**config.mk**
```make
export PLATFORM = sky130hd
export DESIGN_NAME = ultrasonic_ranger_sequencer_flat
export DESIGN_NICKNAME = d
export VERILOG_FILES = /design/src/rtl/core/urs_pkg.sv /design/src/rtl/core/urs_in_if.sv /design/src/rtl/core/urs_out_if.sv /design/src/rtl/core/urs_cfg_if.sv /design/src/rtl/core/urs_front.sv /design/src/rtl/core/urs_queue.sv /design/src/rtl/core/urs_back.sv /design/src/rtl/core/ultrasonic_ranger_sequencer.sv /design/src/flat_wrapper.sv
export SDC_FILE = /design/constraint.sdc
export NUM_CORES = 2
export LEC_CHECK = 0
export ABC_AREA = 1
export BUFFER_PORTS_ARGS = -buffer_cell sky130_fd_sc_hd__buf_2
export CAP_MARGIN = 20
export CORE_ASPECT_RATIO = 0.9
export CORE_MARGIN = 5
export CORE_UTILIZATION = 45
export CTS_CLUSTER_SIZE = 20
export DETAILED_ROUTE_END_ITERATION = 10
export GPL_TIMING_DRIVEN = 0
export PLACE_DENSITY = 0.62
export SLEW_MARGIN = 10
export SYNTH_ARGS = -nofsm -noshare
export SYNTH_HDL_FRONTEND = slang
export SYNTH_HIERARCHICAL = 1
export SYNTH_SLANG_ARGS = --single-unit
```
**constraint.sdc**
```tcl
create_clock -name i_clk -period 20.8 [get_ports i_clk]
set_input_delay 4.16 -clock i_clk [delete_from_list [all_inputs] [get_ports i_clk]]
set_output_delay 4.16 -clock i_clk [all_outputs]
set_load 0.1 [all_outputs]
```
**src/rtl/core/urs_pkg.sv**
```systemverilog
// Shared types, codes and constants of the ultrasonic ranger sequencer.
`timescale 1ns / 1ps

package urs_pkg;

    // Field widths of the channels.
    localparam int unsigned OP_W       = 2;
    localparam int unsigned CH_FIELD_W = 2;
    localparam int unsigned TIME_W     = 32;
    localparam int unsigned DIST_W     = 16;
    localparam int unsigned SCALE_W    = 16;
    localparam int unsigned COUNT_W    = 32;
    localparam int unsigned CFG_IDX_W  = 2;
    localparam int unsigned CFG_DATA_W = 32;

    // Defaults for the top-level parameters.
    localparam int unsigned CHANNELS_DEF   = 4;
    localparam int unsigned FILTER_LEN_DEF = 8;

    // Depth of the queue between front and back.
    localparam int unsigned QUEUE_DEPTH = 4;

    // Configuration reset values.
    localparam logic [TIME_W-1:0]  REARM_RST        = 32'd60000;
    localparam logic [TIME_W-1:0]  TRIG_WIDTH_RST   = 32'd10;
    localparam logic [TIME_W-1:0]  ECHO_TIMEOUT_RST = 32'd30000;
    localparam logic [SCALE_W-1:0] MM_SCALE_RST     = 16'd11272;

    typedef enum logic [OP_W-1:0] {
        OP_TICK = 2'd0,
        OP_RISE = 2'd1,
        OP_FALL = 2'd2
    } t_opcode;

    typedef enum logic [CFG_IDX_W-1:0] {
        CFG_REARM        = 2'd0,
        CFG_TRIG_WIDTH   = 2'd1,
        CFG_ECHO_TIMEOUT = 2'd2,
        CFG_MM_SCALE     = 2'd3
    } t_cfg_idx;

    // Request class decided by the front.
    typedef enum logic [2:0] {
        KIND_TICK,
        KIND_RISE,
        KIND_FALL,
        KIND_NONE,
        KIND_SKIP
    } t_kind;

    typedef enum logic [1:0] {
        PH_IDLE,
        PH_TRIG,
        PH_WAIT,
        PH_ECHO
    } t_phase;

    typedef struct packed {
        t_kind                 kind;
        logic [CH_FIELD_W-1:0] channel;
        logic [TIME_W-1:0]     now_us;
    } t_req;

    typedef struct packed {
        logic [TIME_W-1:0]  rearm_us;
        logic [TIME_W-1:0]  trig_width_us;
        logic [TIME_W-1:0]  echo_timeout_us;
        logic [SCALE_W-1:0] mm_per_us_q16;
    } t_cfg;

endpackage

```
**src/rtl/core/urs_in_if.sv**
```systemverilog
// Event request channel into the ranger.
`timescale 1ns / 1ps

interface urs_in_if;
    logic                            valid;
    logic                            ready;
    logic [urs_pkg::OP_W-1:0]        opcode;
    logic [urs_pkg::CH_FIELD_W-1:0]  channel;
    logic [urs_pkg::TIME_W-1:0]      now_us;

    modport source (output valid, opcode, channel, now_us, input ready);
    modport sink   (input valid, opcode, channel, now_us, output ready);
endinterface

```
**src/rtl/core/urs_out_if.sv**
```systemverilog
// Result channel out of the ranger.
`timescale 1ns / 1ps

interface urs_out_if;
    logic                            valid;
    logic                            ready;
    logic [urs_pkg::CH_FIELD_W-1:0]  out_channel;
    logic                            trigger_level;
    logic                            trigger_started;
    logic                            measured;
    logic [urs_pkg::TIME_W-1:0]      echo_us;
    logic [urs_pkg::DIST_W-1:0]      distance_mm;
    logic [urs_pkg::DIST_W-1:0]      filtered_mm;
    logic [urs_pkg::COUNT_W-1:0]     frame_count;
    logic                            watchdog_feed;

    modport source (output valid, out_channel, trigger_level, trigger_started, measured,
                    echo_us, distance_mm, filtered_mm, frame_count, watchdog_feed,
                    input ready);
    modport sink   (input valid, out_channel, trigger_level, trigger_started, measured,
                    echo_us, distance_mm, filtered_mm, frame_count, watchdog_feed,
                    output ready);
endinterface

```
**src/rtl/core/urs_cfg_if.sv**
```systemverilog
// Configuration write channel of the ranger.
`timescale 1ns / 1ps

interface urs_cfg_if;
    logic                            valid;
    logic                            ready;
    logic [urs_pkg::CFG_IDX_W-1:0]   index;
    logic [urs_pkg::CFG_DATA_W-1:0]  data;

    modport source (output valid, index, data, input ready);
    modport sink   (input valid, index, data, output ready);
endinterface

```
**src/rtl/core/urs_front.sv**
```systemverilog
// Front stage: accept event requests and classify them.
`timescale 1ns / 1ps

module urs_front #(
    parameter int unsigned CHANNELS = urs_pkg::CHANNELS_DEF
) (
    input  logic          i_clk,
    input  logic          i_rst_n,
    urs_in_if.sink        i_req,
    output logic          o_valid,
    input  logic          i_ready,
    output urs_pkg::t_req o_req
);

    logic          r_valid;
    urs_pkg::t_req r_req;
    urs_pkg::t_req n_req;

    assign i_req.ready = !r_valid || i_ready;

    always_comb begin
        n_req.channel = i_req.channel;
        n_req.now_us  = i_req.now_us;
        if (32'(i_req.channel) >= CHANNELS) begin
            n_req.kind = urs_pkg::KIND_SKIP;
        end else begin
            case (urs_pkg::t_opcode'(i_req.opcode))
                urs_pkg::OP_TICK: n_req.kind = urs_pkg::KIND_TICK;
                urs_pkg::OP_RISE: n_req.kind = urs_pkg::KIND_RISE;
                urs_pkg::OP_FALL: n_req.kind = urs_pkg::KIND_FALL;
                default:          n_req.kind = urs_pkg::KIND_NONE;
            endcase
        end
    end

    always_ff @(posedge i_clk) begin
        if (!i_rst_n) begin
            r_valid <= 1'b0;
        end else if (i_req.ready) begin
            r_valid <= i_req.valid;
        end
    end

    always_ff @(posedge i_clk) begin
        if (i_req.valid && i_req.ready) begin
            r_req <= n_req;
        end
    end

    assign o_valid = r_valid;
    assign o_req   = r_req;

endmodule

```
**src/rtl/core/urs_queue.sv**
```systemverilog
// Short request queue between front and back.
`timescale 1ns / 1ps

module urs_queue (
    input  logic          i_clk,
    input  logic          i_rst_n,
    input  logic          i_valid,
    output logic          o_ready,
    input  urs_pkg::t_req i_req,
    output logic          o_valid,
    input  logic          i_ready,
    output urs_pkg::t_req o_req
);

    localparam int unsigned DEPTH = urs_pkg::QUEUE_DEPTH;
    localparam int unsigned PTR_W = (DEPTH > 1) ? $clog2(DEPTH) : 1;
    localparam int unsigned CNT_W = $clog2(DEPTH + 1);

    urs_pkg::t_req    r_mem [DEPTH];
    logic [PTR_W-1:0] r_wr_ptr;
    logic [PTR_W-1:0] r_rd_ptr;
    logic [CNT_W-1:0] r_count;
    logic             push;
    logic             pop;

    assign o_ready = (r_count != CNT_W'(DEPTH));
    assign o_valid = (r_count != '0);
    assign push    = i_valid && o_ready;
    assign pop     = o_valid && i_ready;
    assign o_req   = r_mem[r_rd_ptr];

    always_ff @(posedge i_clk) begin
        if (!i_rst_n) begin
            r_wr_ptr <= '0;
            r_rd_ptr <= '0;
            r_count  <= '0;
        end else begin
            if (push) begin
                r_wr_ptr <= (r_wr_ptr == PTR_W'(DEPTH - 1)) ? '0 : r_wr_ptr + 1'b1;
            end
            if (pop) begin
                r_rd_ptr <= (r_rd_ptr == PTR_W'(DEPTH - 1)) ? '0 : r_rd_ptr + 1'b1;
            end
            if (push && !pop) begin
                r_count <= r_count + 1'b1;
            end else if (pop && !push) begin
                r_count <= r_count - 1'b1;
            end
        end
    end

    always_ff @(posedge i_clk) begin
        if (push) begin
            r_mem[r_wr_ptr] <= i_req;
        end
    end

endmodule

```
**src/rtl/core/urs_back.sv**
```systemverilog
// Back pipeline: channel sequencing, distance scaling, averaging filter.
`timescale 1ns / 1ps

module urs_back #(
    parameter int unsigned CHANNELS   = urs_pkg::CHANNELS_DEF,
    parameter int unsigned FILTER_LEN = urs_pkg::FILTER_LEN_DEF
) (
    input  logic          i_clk,
    input  logic          i_rst_n,
    input  urs_pkg::t_cfg i_cfg,
    input  logic          i_valid,
    output logic          o_ready,
    input  urs_pkg::t_req i_req,
    urs_out_if.source     o_rsp
);

    localparam int unsigned TW       = urs_pkg::TIME_W;
    localparam int unsigned DW       = urs_pkg::DIST_W;
    localparam int unsigned CW       = urs_pkg::COUNT_W;
    localparam int unsigned PROD_W   = urs_pkg::TIME_W + urs_pkg::SCALE_W;
    localparam int unsigned CH_W     = (CHANNELS > 1) ? $clog2(CHANNELS) : 1;
    localparam int unsigned SLOT_W   = (FILTER_LEN > 1) ? $clog2(FILTER_LEN) : 1;
    localparam int unsigned LOG_LEN  = $clog2(FILTER_LEN);
    localparam int unsigned SUM_W    = DW + LOG_LEN;
    // Division by FILTER_LEN as a reciprocal multiply, exact over the sum range.
    localparam int unsigned RCP_SH   = SUM_W + LOG_LEN;
    localparam int unsigned RCP_W    = SUM_W + 2;
    localparam logic [63:0] RCP_FULL = ((64'd1 << RCP_SH) + 64'(FILTER_LEN) - 64'd1)
                                       / 64'(FILTER_LEN);
    localparam logic [RCP_W-1:0] RCP = RCP_W'(RCP_FULL);
    localparam int unsigned FPROD_W  = SUM_W + RCP_W;

    typedef struct packed {
        logic                          skip;
        logic [urs_pkg::CH_FIELD_W-1:0] channel;
        logic [CH_W-1:0]               idx;
        logic [SLOT_W-1:0]             slot;
        logic                          wrapped;
        logic                          pin;
        logic                          started;
        logic                          measured;
        logic                          feed;
        logic [CW-1:0]                 frames;
        logic [TW-1:0]                 echo;
    } t_s1;

    typedef struct packed {
        t_s1                 s1;
        logic [PROD_W-1:0]   prod;
    } t_s2;

    typedef struct packed {
        t_s1                 s1;
        logic [DW-1:0]       dist_mm;
        logic [SUM_W-1:0]    sum;
    } t_s3;

    // Per-channel state.
    urs_pkg::t_phase   r_phase      [CHANNELS];
    logic [TW-1:0]     r_trig_start [CHANNELS];
    logic [TW-1:0]     r_trig_end   [CHANNELS];
    logic [TW-1:0]     r_echo_start [CHANNELS];
    logic [TW-1:0]     r_echo_end   [CHANNELS];
    logic              r_pin        [CHANNELS];
    logic [CW-1:0]     r_frames     [CHANNELS];
    logic [SLOT_W-1:0] r_slot       [CHANNELS];
    logic              r_wrapped    [CHANNELS];
    logic [SUM_W-1:0]  r_sum        [CHANNELS];

    // Distance history.
    logic [DW-1:0]     r_hist [CHANNELS][FILTER_LEN];
    logic [DW-1:0]     r_rd_data;
    logic              r_byp_hit;
    logic [DW-1:0]     r_byp_data;

    // Pipeline.
    logic r_s1_valid, r_s2_valid, r_s3_valid, r_out_valid;
    t_s1  r_s1;
    t_s2  r_s2;
    t_s3  r_s3;
    t_s1  n_s1;

    logic                   en;
    logic                   upd;
    logic [CH_W-1:0]        idx;
    urs_pkg::t_phase        cur_phase;
    urs_pkg::t_phase        n_phase;
    logic [TW-1:0]          ref_time;
    logic [TW-1:0]          limit;
    logic [TW-1:0]          elapsed;
    logic                   due;
    logic                   set_trig_start;
    logic                   set_trig_end;
    logic                   set_echo_start;
    logic                   set_echo_end;
    logic [SLOT_W-1:0]      n_slot;
    logic                   n_wrapped;
    logic                   last_slot;

    logic [DW-1:0]          s3_dist;
    logic [DW-1:0]          s3_old;
    logic [SUM_W-1:0]       s3_sum;
    logic                   hist_we;
    logic [FPROD_W-1:0]     fprod;

    // Output register.
    t_s1                    r_out;
    logic [DW-1:0]          r_out_dist;
    logic [DW-1:0]          r_out_filt;

    assign en      = !r_out_valid || o_rsp.ready;
    assign o_ready = en;
    assign upd     = en && i_valid && (i_req.kind != urs_pkg::KIND_SKIP);

    // ---------------- stage 1: channel sequencing ----------------
    assign idx       = CH_W'(i_req.channel);
    assign cur_phase = r_phase[idx];
    assign last_slot = (r_slot[idx] == SLOT_W'(FILTER_LEN - 1));

    always_comb begin
        case (cur_phase)
            urs_pkg::PH_IDLE: begin
                ref_time = r_echo_end[idx];
                limit    = i_cfg.rearm_us;
            end
            urs_pkg::PH_TRIG: begin
                ref_time = r_trig_start[idx];
                limit    = i_cfg.trig_width_us;
            end
            default: begin
                ref_time = r_trig_end[idx];
                limit    = i_cfg.echo_timeout_us;
            end
        endcase
        elapsed = i_req.now_us - ref_time;
        due     = elapsed > limit;
    end

    always_comb begin
        n_phase        = cur_phase;
        set_trig_start = 1'b0;
        set_trig_end   = 1'b0;
        set_echo_start = 1'b0;
        set_echo_end   = 1'b0;
        n_slot         = r_slot[idx];
        n_wrapped      = r_wrapped[idx];

        n_s1.skip      = (i_req.kind == urs_pkg::KIND_SKIP);
        n_s1.channel   = i_req.channel;
        n_s1.idx       = idx;
        n_s1.slot      = r_slot[idx];
        n_s1.wrapped   = r_wrapped[idx];
        n_s1.pin       = r_pin[idx];
        n_s1.started   = 1'b0;
        n_s1.measured  = 1'b0;
        n_s1.feed      = 1'b0;
        n_s1.frames    = r_frames[idx];
        n_s1.echo      = '0;

        case (i_req.kind)
            urs_pkg::KIND_TICK: begin
                if (due) begin
                    case (cur_phase)
                        urs_pkg::PH_IDLE, urs_pkg::PH_WAIT: begin
                            n_phase        = urs_pkg::PH_TRIG;
                            n_s1.pin       = 1'b1;
                            n_s1.started   = 1'b1;
                            set_trig_start = 1'b1;
                        end
                        urs_pkg::PH_TRIG: begin
                            n_phase      = urs_pkg::PH_WAIT;
                            n_s1.pin     = 1'b0;
                            set_trig_end = 1'b1;
                        end
                        default: ;
                    endcase
                end
            end
            urs_pkg::KIND_RISE: begin
                n_phase        = urs_pkg::PH_ECHO;
                n_s1.feed      = 1'b1;
                set_echo_start = 1'b1;
            end
            urs_pkg::KIND_FALL: begin
                n_phase       = urs_pkg::PH_IDLE;
                n_s1.feed     = 1'b1;
                n_s1.measured = 1'b1;
                n_s1.frames   = r_frames[idx] + 1'b1;
                n_s1.echo     = i_req.now_us - r_echo_start[idx];
                set_echo_end  = 1'b1;
                n_slot        = last_slot ? '0 : r_slot[idx] + 1'b1;
                n_wrapped     = r_wrapped[idx] || last_slot;
            end
            default: ;
        endcase
    end

    always_ff @(posedge i_clk) begin
        if (!i_rst_n) begin
            for (int c = 0; c < CHANNELS; c++) begin
                r_phase[c]      <= urs_pkg::PH_IDLE;
                r_trig_start[c] <= '0;
                r_trig_end[c]   <= '0;
                r_echo_start[c] <= '0;
                r_echo_end[c]   <= '0;
                r_pin[c]        <= 1'b0;
                r_frames[c]     <= '0;
                r_slot[c]       <= '0;
                r_wrapped[c]    <= 1'b0;
            end
        end else if (upd) begin
            r_phase[idx]   <= n_phase;
            r_pin[idx]     <= n_s1.pin;
            r_frames[idx]  <= n_s1.frames;
            r_slot[idx]    <= n_slot;
            r_wrapped[idx] <= n_wrapped;
            if (set_trig_start) begin
                r_trig_start[idx] <= i_req.now_us;
            end
            if (set_trig_end) begin
                r_trig_end[idx] <= i_req.now_us;
            end
            if (set_echo_start) begin
                r_echo_start[idx] <= i_req.now_us;
            end
            if (set_echo_end) begin
                r_echo_end[idx] <= i_req.now_us;
            end
        end
    end

    // ---------------- stage 2: scale multiply, history read ----------------
    // Stage 3 logic, needed here for the same-address bypass.
    assign s3_dist = (|r_s2.prod[PROD_W-1:TW]) ? {DW{1'b1}} : r_s2.prod[TW-1:DW];
    assign hist_we = en && r_s2_valid && r_s2.s1.measured;
    assign s3_old  = r_byp_hit ? r_byp_data : (r_s2.s1.wrapped ? r_rd_data : '0);
    assign s3_sum  = r_sum[r_s2.s1.idx] - SUM_W'(s3_old) + SUM_W'(s3_dist);

    always_ff @(posedge i_clk) begin
        if (en) begin
            r_rd_data  <= r_hist[r_s1.idx][r_s1.slot];
            r_byp_hit  <= hist_we && (r_s2.s1.idx == r_s1.idx) && (r_s2.s1.slot == r_s1.slot);
            r_byp_data <= s3_dist;
        end
        if (hist_we) begin
            r_hist[r_s2.s1.idx][r_s2.s1.slot] <= s3_dist;
        end
    end

    // ---------------- stage 3: running sum ----------------
    always_ff @(posedge i_clk) begin
        if (!i_rst_n) begin
            for (int c = 0; c < CHANNELS; c++) begin
                r_sum[c] <= '0;
            end
        end else if (hist_we) begin
            r_sum[r_s2.s1.idx] <= s3_sum;
        end
    end

    // ---------------- stage 4: average by reciprocal ----------------
    assign fprod = FPROD_W'(r_s3.sum) * FPROD_W'(RCP);

    // Pipeline registers.
    always_ff @(posedge i_clk) begin
        if (!i_rst_n) begin
            r_s1_valid  <= 1'b0;
            r_s2_valid  <= 1'b0;
            r_s3_valid  <= 1'b0;
            r_out_valid <= 1'b0;
        end else if (en) begin
            r_s1_valid  <= i_valid;
            r_s2_valid  <= r_s1_valid;
            r_s3_valid  <= r_s2_valid;
            r_out_valid <= r_s3_valid;
        end
    end

    always_ff @(posedge i_clk) begin
        if (en) begin
            r_s1         <= n_s1;
            r_s2.s1      <= r_s1;
            r_s2.prod    <= PROD_W'(r_s1.echo) * PROD_W'(i_cfg.mm_per_us_q16);
            r_s3.s1      <= r_s2.s1;
            r_s3.dist_mm <= s3_dist;
            r_s3.sum     <= s3_sum;
            r_out        <= r_s3.s1;
            r_out_dist   <= r_s3.dist_mm;
            r_out_filt   <= fprod[RCP_SH +: DW];
        end
    end

    // Out-of-range channels report only their channel; non-measurements report no distances.
    assign o_rsp.valid           = r_out_valid;
    assign o_rsp.out_channel     = r_out.channel;
    assign o_rsp.trigger_level   = !r_out.skip && r_out.pin;
    assign o_rsp.trigger_started = !r_out.skip && r_out.started;
    assign o_rsp.measured        = !r_out.skip && r_out.measured;
    assign o_rsp.echo_us         = (!r_out.skip && r_out.measured) ? r_out.echo : '0;
    assign o_rsp.distance_mm     = (!r_out.skip && r_out.measured) ? r_out_dist : '0;
    assign o_rsp.filtered_mm     = (!r_out.skip && r_out.measured) ? r_out_filt : '0;
    assign o_rsp.frame_count     = r_out.skip ? '0 : r_out.frames;
    assign o_rsp.watchdog_feed   = !r_out.skip && r_out.feed;

endmodule

```
**src/rtl/core/ultrasonic_ranger_sequencer.sv**
```systemverilog
// Top level of the multi-channel ultrasonic ranger sequencer.
`timescale 1ns / 1ps

// Multi-channel ultrasonic ranger. Each request on i_req names a channel, a microsecond
// timestamp and an event (tick, echo rising edge, echo falling edge), and every request
// gives exactly one result on o_rsp, in request order. Ticks walk a channel through
// idle, trigger and wait: the trigger rises once the re-arm interval after the last echo
// has passed, drops after the pulse width, and rises again when the echo timeout runs
// out. A rising edge marks the echo start; a falling edge reports the echo time, the
// distance in millimetres (echo time times mm_per_us_q16, Q0.16, saturated to 16 bits),
// a moving average over the last FILTER_LEN distances and the channel's frame count.
// Throughput is one request per clock cycle while o_rsp is ready. A request passes
// one front register that classifies it, a four-entry queue, then four back stages
// (channel sequencing, scale multiply with history read, running-sum update,
// reciprocal multiply for the average) ending in the output register. When o_rsp
// stalls, the back pipeline holds while the queue and front register keep taking
// requests until they fill. Configuration writes on i_cfg are always taken (ready is
// tied high) and should be made only while idle.
// History memory entries not yet written read as zero, tracked by a per-channel wrap flag,
// so no clearing pass follows reset.

module ultrasonic_ranger_sequencer #(
    parameter int unsigned CHANNELS   = urs_pkg::CHANNELS_DEF,
    parameter int unsigned FILTER_LEN = urs_pkg::FILTER_LEN_DEF
) (
    input  logic      i_clk,
    input  logic      i_rst_n,
    urs_in_if.sink    i_req,
    urs_out_if.source o_rsp,
    urs_cfg_if.sink   i_cfg
);

    // Configuration registers, shared by every channel.
    urs_pkg::t_cfg r_cfg;

    // Front to queue.
    logic          front_valid;
    logic          front_ready;
    urs_pkg::t_req front_req;

    // Queue to back.
    logic          queue_valid;
    logic          queue_ready;
    urs_pkg::t_req queue_req;

    // Take every configuration write at once.
    assign i_cfg.ready = 1'b1;

    always_ff @(posedge i_clk) begin
        if (!i_rst_n) begin
            r_cfg.rearm_us        <= urs_pkg::REARM_RST;
            r_cfg.trig_width_us   <= urs_pkg::TRIG_WIDTH_RST;
            r_cfg.echo_timeout_us <= urs_pkg::ECHO_TIMEOUT_RST;
            r_cfg.mm_per_us_q16   <= urs_pkg::MM_SCALE_RST;
        end else if (i_cfg.valid) begin
            case (urs_pkg::t_cfg_idx'(i_cfg.index))
                urs_pkg::CFG_REARM:        r_cfg.rearm_us        <= i_cfg.data;
                urs_pkg::CFG_TRIG_WIDTH:   r_cfg.trig_width_us   <= i_cfg.data;
                urs_pkg::CFG_ECHO_TIMEOUT: r_cfg.echo_timeout_us <= i_cfg.data;
                urs_pkg::CFG_MM_SCALE:     r_cfg.mm_per_us_q16   <=
                                               i_cfg.data[urs_pkg::SCALE_W-1:0];
                default: ;
            endcase
        end
    end

    // Classify incoming requests; out-of-range channels are marked to pass untouched.
    urs_front #(
        .CHANNELS (CHANNELS)
    ) u_front (
        .i_clk   (i_clk),
        .i_rst_n (i_rst_n),
        .i_req   (i_req),
        .o_valid (front_valid),
        .i_ready (front_ready),
        .o_req   (front_req)
    );

    // Hold classified requests while the back pipeline stalls.
    urs_queue u_queue (
        .i_clk   (i_clk),
        .i_rst_n (i_rst_n),
        .i_valid (front_valid),
        .o_ready (front_ready),
        .i_req   (front_req),
        .o_valid (queue_valid),
        .i_ready (queue_ready),
        .o_req   (queue_req)
    );

    // Sequence the channels and compute measurements.
    urs_back #(
        .CHANNELS   (CHANNELS),
        .FILTER_LEN (FILTER_LEN)
    ) u_back (
        .i_clk   (i_clk),
        .i_rst_n (i_rst_n),
        .i_cfg   (r_cfg),
        .i_valid (queue_valid),
        .o_ready (queue_ready),
        .i_req   (queue_req),
        .o_rsp   (o_rsp)
    );

endmodule
```
**src/flat_wrapper.sv**
```systemverilog
// flat-port wrapper written by rule: the top's interface ports become plain ports
module ultrasonic_ranger_sequencer_flat 
#(
    parameter int unsigned CHANNELS   = urs_pkg::CHANNELS_DEF,
    parameter int unsigned FILTER_LEN = urs_pkg::FILTER_LEN_DEF
)
  (i_clk, i_rst_n, i_req_valid, i_req_opcode, i_req_channel, i_req_now_us, i_req_ready, o_rsp_valid, o_rsp_out_channel, o_rsp_trigger_level, o_rsp_trigger_started, o_rsp_measured, o_rsp_echo_us, o_rsp_distance_mm, o_rsp_filtered_mm, o_rsp_frame_count, o_rsp_watchdog_feed, o_rsp_ready, i_cfg_valid, i_cfg_index, i_cfg_data, i_cfg_ready);
  urs_in_if i_req_i ();
  urs_out_if o_rsp_i ();
  urs_cfg_if i_cfg_i ();
  input  logic i_clk;
  input  logic i_rst_n;
  input wire logic [$bits(i_req_i.valid)-1:0] i_req_valid;
  input wire logic [$bits(i_req_i.opcode)-1:0] i_req_opcode;
  input wire logic [$bits(i_req_i.channel)-1:0] i_req_channel;
  input wire logic [$bits(i_req_i.now_us)-1:0] i_req_now_us;
  output wire logic [$bits(i_req_i.ready)-1:0] i_req_ready;
  output wire logic [$bits(o_rsp_i.valid)-1:0] o_rsp_valid;
  output wire logic [$bits(o_rsp_i.out_channel)-1:0] o_rsp_out_channel;
  output wire logic [$bits(o_rsp_i.trigger_level)-1:0] o_rsp_trigger_level;
  output wire logic [$bits(o_rsp_i.trigger_started)-1:0] o_rsp_trigger_started;
  output wire logic [$bits(o_rsp_i.measured)-1:0] o_rsp_measured;
  output wire logic [$bits(o_rsp_i.echo_us)-1:0] o_rsp_echo_us;
  output wire logic [$bits(o_rsp_i.distance_mm)-1:0] o_rsp_distance_mm;
  output wire logic [$bits(o_rsp_i.filtered_mm)-1:0] o_rsp_filtered_mm;
  output wire logic [$bits(o_rsp_i.frame_count)-1:0] o_rsp_frame_count;
  output wire logic [$bits(o_rsp_i.watchdog_feed)-1:0] o_rsp_watchdog_feed;
  input wire logic [$bits(o_rsp_i.ready)-1:0] o_rsp_ready;
  input wire logic [$bits(i_cfg_i.valid)-1:0] i_cfg_valid;
  input wire logic [$bits(i_cfg_i.index)-1:0] i_cfg_index;
  input wire logic [$bits(i_cfg_i.data)-1:0] i_cfg_data;
  output wire logic [$bits(i_cfg_i.ready)-1:0] i_cfg_ready;
  assign i_req_i.valid = i_req_valid;
  assign i_req_i.opcode = i_req_opcode;
  assign i_req_i.channel = i_req_channel;
  assign i_req_i.now_us = i_req_now_us;
  assign i_req_ready = i_req_i.ready;
  assign o_rsp_valid = o_rsp_i.valid;
  assign o_rsp_out_channel = o_rsp_i.out_channel;
  assign o_rsp_trigger_level = o_rsp_i.trigger_level;
  assign o_rsp_trigger_started = o_rsp_i.trigger_started;
  assign o_rsp_measured = o_rsp_i.measured;
  assign o_rsp_echo_us = o_rsp_i.echo_us;
  assign o_rsp_distance_mm = o_rsp_i.distance_mm;
  assign o_rsp_filtered_mm = o_rsp_i.filtered_mm;
  assign o_rsp_frame_count = o_rsp_i.frame_count;
  assign o_rsp_watchdog_feed = o_rsp_i.watchdog_feed;
  assign o_rsp_i.ready = o_rsp_ready;
  assign i_cfg_i.valid = i_cfg_valid;
  assign i_cfg_i.index = i_cfg_index;
  assign i_cfg_i.data = i_cfg_data;
  assign i_cfg_ready = i_cfg_i.ready;
  ultrasonic_ranger_sequencer #(.CHANNELS(CHANNELS), .FILTER_LEN(FILTER_LEN)) u_core (.i_clk(i_clk), .i_rst_n(i_rst_n), .i_req(i_req_i), .o_rsp(o_rsp_i), .i_cfg(i_cfg_i));
endmodule
```
==> results summary <==
During I/O placement, the number of pins put on the boundary was 180. The fraction of layout instances using a drive strength above 1 came out at 9.12%. Counting flops with a built-in enable in the synthesized netlist gives 1839. The count of hold buffers inserted by post-cts repair is 0. Setup repair after global routing left no endpoint under its margin.

Yosys instantiated no cell more often than edfxtp_1. The effective utilization at floorplan is between 40% and 50%. Including well taps, the total number of placed cells is 12.7k. The count of state elements after synthesis came out at 1975. Synthesis produced a netlist whose cell count is roughly 9.4k. By startpoint and endpoint, the worst setup path is classified as register to register. For this run, the total global-route usage over all layers was measured as a little over a quarter. The number of buffers on the longest clock path is 3. The utilization of the core after routing came out at 51.3%. The clock sink count is just under 2k. The post-detailed-placement half-perimeter wirelength is roughly 240000 um. OpenSTA, run right after detailed placement, puts the worst setup slack at between 10 and 15 ns. The initial antenna violation count is 35.

The relative slew slack came out at 18.5%. On the critical path, the stage with the largest delay is an instance of clkbuf_1. The average footprint of a synthesized cell came out at 10.7 um2. The number of buffers created by CTS came out at 196.

In the final routed layout, each cell accounts on average for about 25 um. The number of pins with negative max-slew slack in the final report is 0. TritonCTS built the clock tree. The prevailing post-synth register cell is edfxtp_1.

In this design, the largest share of critical-path delay is due to buffers and inverters. The filler cell count in the final layout is around 20k. The largest driver fanout on the critical path is 17. The count of buffers inserted at the top-level ports came out at roughly 180.

The number of nets in the synthesized netlist is 10.2k. After the last flow step, the layout net total stands at 10.6k. The highest achievable clock rate is 0.0932 GHz.

The count of vias placed by the detailed router came out at 74.0k. From synthesis to final layout, the design area changed by 13.4%. The transition at the pin with the smallest max-transition slack came out at 1.22 ns. The DRC marker count from the first detailed-route iteration came out at 9247. After clock tree synthesis, the repair step resized 0 gates. For the worst setup path, the data required time is around 21 ns. The data arrival time of the critical path is 11.29 ns. The maximum VDD drop came out at 179 uV. At the later pin of the worst-skew pair, clock insertion delay measures 0.89 ns. The count of yosys warnings during synthesis came out at 6. The clock-pin slew of the registers on the worst-case setup and hold paths is 0.06 ns. The async set-or-reset flop fraction in the synthesized netlist came out at 0%. The final critical-path required period is 10.73 ns.

The run finished with clean final reports. Overall power consumption after layout is estimated at 0.0196 W. The synthesized design devotes to its leading area cell type 54.9% of total area. In this run the remaining antenna-violating nets after routing total 0. Sorting the synthesized cells by how often they occur yields edfxtp_1, nor2_1, nand2_1, inv_1, o21ai_0.

The maximum clock skew at final layout is just over 0.05 ns. The first-pass detailed-route iteration total came out at 9. The critical path startpoint category is a register. The core region is around 220000 um2. The detail-routed via count per cell came out at between 5 and 6. The final critical path takes up 51.6% of the cycle. The die boundary width came out at 508 um. The total length of routed wires came out at ~320000 um. The final count of hold timing violations came to 0. The full die area is 233000 um2.

In this run the worst hold path is classified as register to register. The final non-filler cell total is 13.0k. The critical path buffer and inverter count is 10. The H-tree depth is 4.

The largest net degree at the start of global routing came out at 96. Of the synthesized area, sequential elements account for between 50% and 60%. By area the synthesized netlist is led by edfxtp_1, fa_1, nor2_1, nand2_1, inv_1. STA classifies the critical path endpoint as a register. The number of distinct library cell variants in the gate-level netlist after synthesis is 68. The clock root buffer is clkbuf_16. The synthesized design spends more area on one cell type than any other, namely edfxtp_1. The leakage component of the power came out at 43.9 nW. The max capacitance violation total came out at 0. The final routed DRC violation total is 0. The critical path's largest stage delay came out at 0.92 ns.

The final-report setup violation count is 0. The overflow left after global routing came out at 0. The cell area after synthesis is 101000 um2.

Setup slack closes at ~10 ns. The post-CTS repair timing setup buffer count came out at 0. The placer congestion estimate is 0.968. The via count of the first global-routing pass is 71.7k. The wire length of the first global-routing pass is roughly 470000 um. The die extent in y is 458 um. For this design the ratio of total power to cell area is 172 nW/um2. The count of standard-cell rows came out at between 150 and 200.
==> logic make-up after synthesis <==
group,after synthesis,synth area share (%)
flip-flops,1975,57.7
adder cells (fa/ha/maj),675,11.7
buffers and inverters,1670,6.53
XOR/XNOR,87,0.781
other,2,0.00747
AO/OA/AOI/OAI,1479,8.85
AND/OR/NAND/NOR,3513,14.5
==> path summary, 6_finish.rpt <==
path                          startpoint                                 to  slack [ns]  cells after the start
setup reg to reg                register  u_core/u_back/r_trig_start[1][25]       10.07                     31
hold reg to reg   u_core/u_back/r_s1[63]            u_core/u_back/r_s2[111]        0.41                      0
hold / removal    u_core/u_back/r_s1[63]            u_core/u_back/r_s2[111]        0.41                      0
setup / recovery                register  u_core/u_back/r_trig_start[1][25]       10.07                     31
==> state kept, by name, summed over array words and instances (netlist names), 69 cells and up, named ones only <==
register / count
u_core/u_queue/r_mem: 148
u_core/u_back/r_s2: 107
u_core/u_back/r_frames: 128
u_core/u_back/r_hist: 512
u_core/u_back/r_out: 69
u_core/u_back/r_trig_end: 128
u_core/u_back/r_sum: 76
u_core/u_back/r_trig_start: 128
u_core/u_back/r_echo_start: 128
u_core/u_back/r_echo_end: 128
u_core/r_cfg: 112
u_core/u_back/r_s3: 103
u_core/u_back/r_s1: 75
==> through the flow <==
stage	setup TNS, ns	cell area, um2	hold WS [ns]
floorplan	0	101000	0.400
global placement	-6717.76	105000	0.401
detailed placement	0	107000	0.405
CTS	0	114000	0.414
global route	0	114000	0.421
finish	0	114000	0.409
==> routing by layer <==
metal	share of wire (%)	up-vias	GRT usage, %
li1	-	32720	-
met1	39	36422	36.5
met2	45	4137	42.5
met3	11	750	6.46
met4	5.3	2	12.6
met5	0.0040	-	0
==> worst reg2reg max path: cells and delay by family, from the launching register on <==
kind | cells | cell delay, ns
AOI/OAI and AO/OA | 9 | 2.62
xor gates and xnor gates | 1 | 0.13
and+or+nand+nor | 9 | 2.50
buffers and inverters | 10 | 4.14
DFF | 1 | 0.33
adders and majority gates | 2 | 0.70
==> layout by cell type, fill, tap and decap left out, types with 34 or more instances in the layout <==
master and n:
xnor2_1 36, xor2_1 48, buf_2 248, a21oi_1 286, nand3_1 238, or2_2 48
buf_1 40, clkinv_1 42, nor2_1 1594, o221ai_1 153, clkbuf_1 393, nor2_2 40
clkbuf_16 198, o21ai_0 507, edfxtp_1 1839, clkinv_2 34, fa_1 436, a22oi_1 54
buf_8 53, nor3_1 63, dfxtp_1 136, nand4_1 70, nand2_1 1354, ha_1 239
o22ai_1 234, inv_1 1131, o21ai_1 46
==> area by class of cell <==
type | count | area (um2) | area share, %
Sequential cell | 1975 | 57900 | 50.8
Multi-Input combinational cell | 5756 | 36500 | 32.0
Clock buffer | 239 | 5230 | 4.59
Inverter | 1160 | 4360 | 3.83
Tap cell | 2988 | 3740 | 3.28
Timing Repair Buffer | 266 | 2540 | 2.23
Buffer | 510 | 2210 | 1.94
Clock inverter | 124 | 1410 | 1.23
Antenna cell | 18 | 45.0 | 0.0395
==> where the power goes <==
part | total (W) | internal (W) | switching, W
Combinational | 0.0107 | 0.00298 | 0.00767
Sequential | 0.00534 | 0.00512 | 0.000218
Clock | 0.00363 | 0.00206 | 0.00157
No activity file was read; power rests on OpenSTA's default activity.
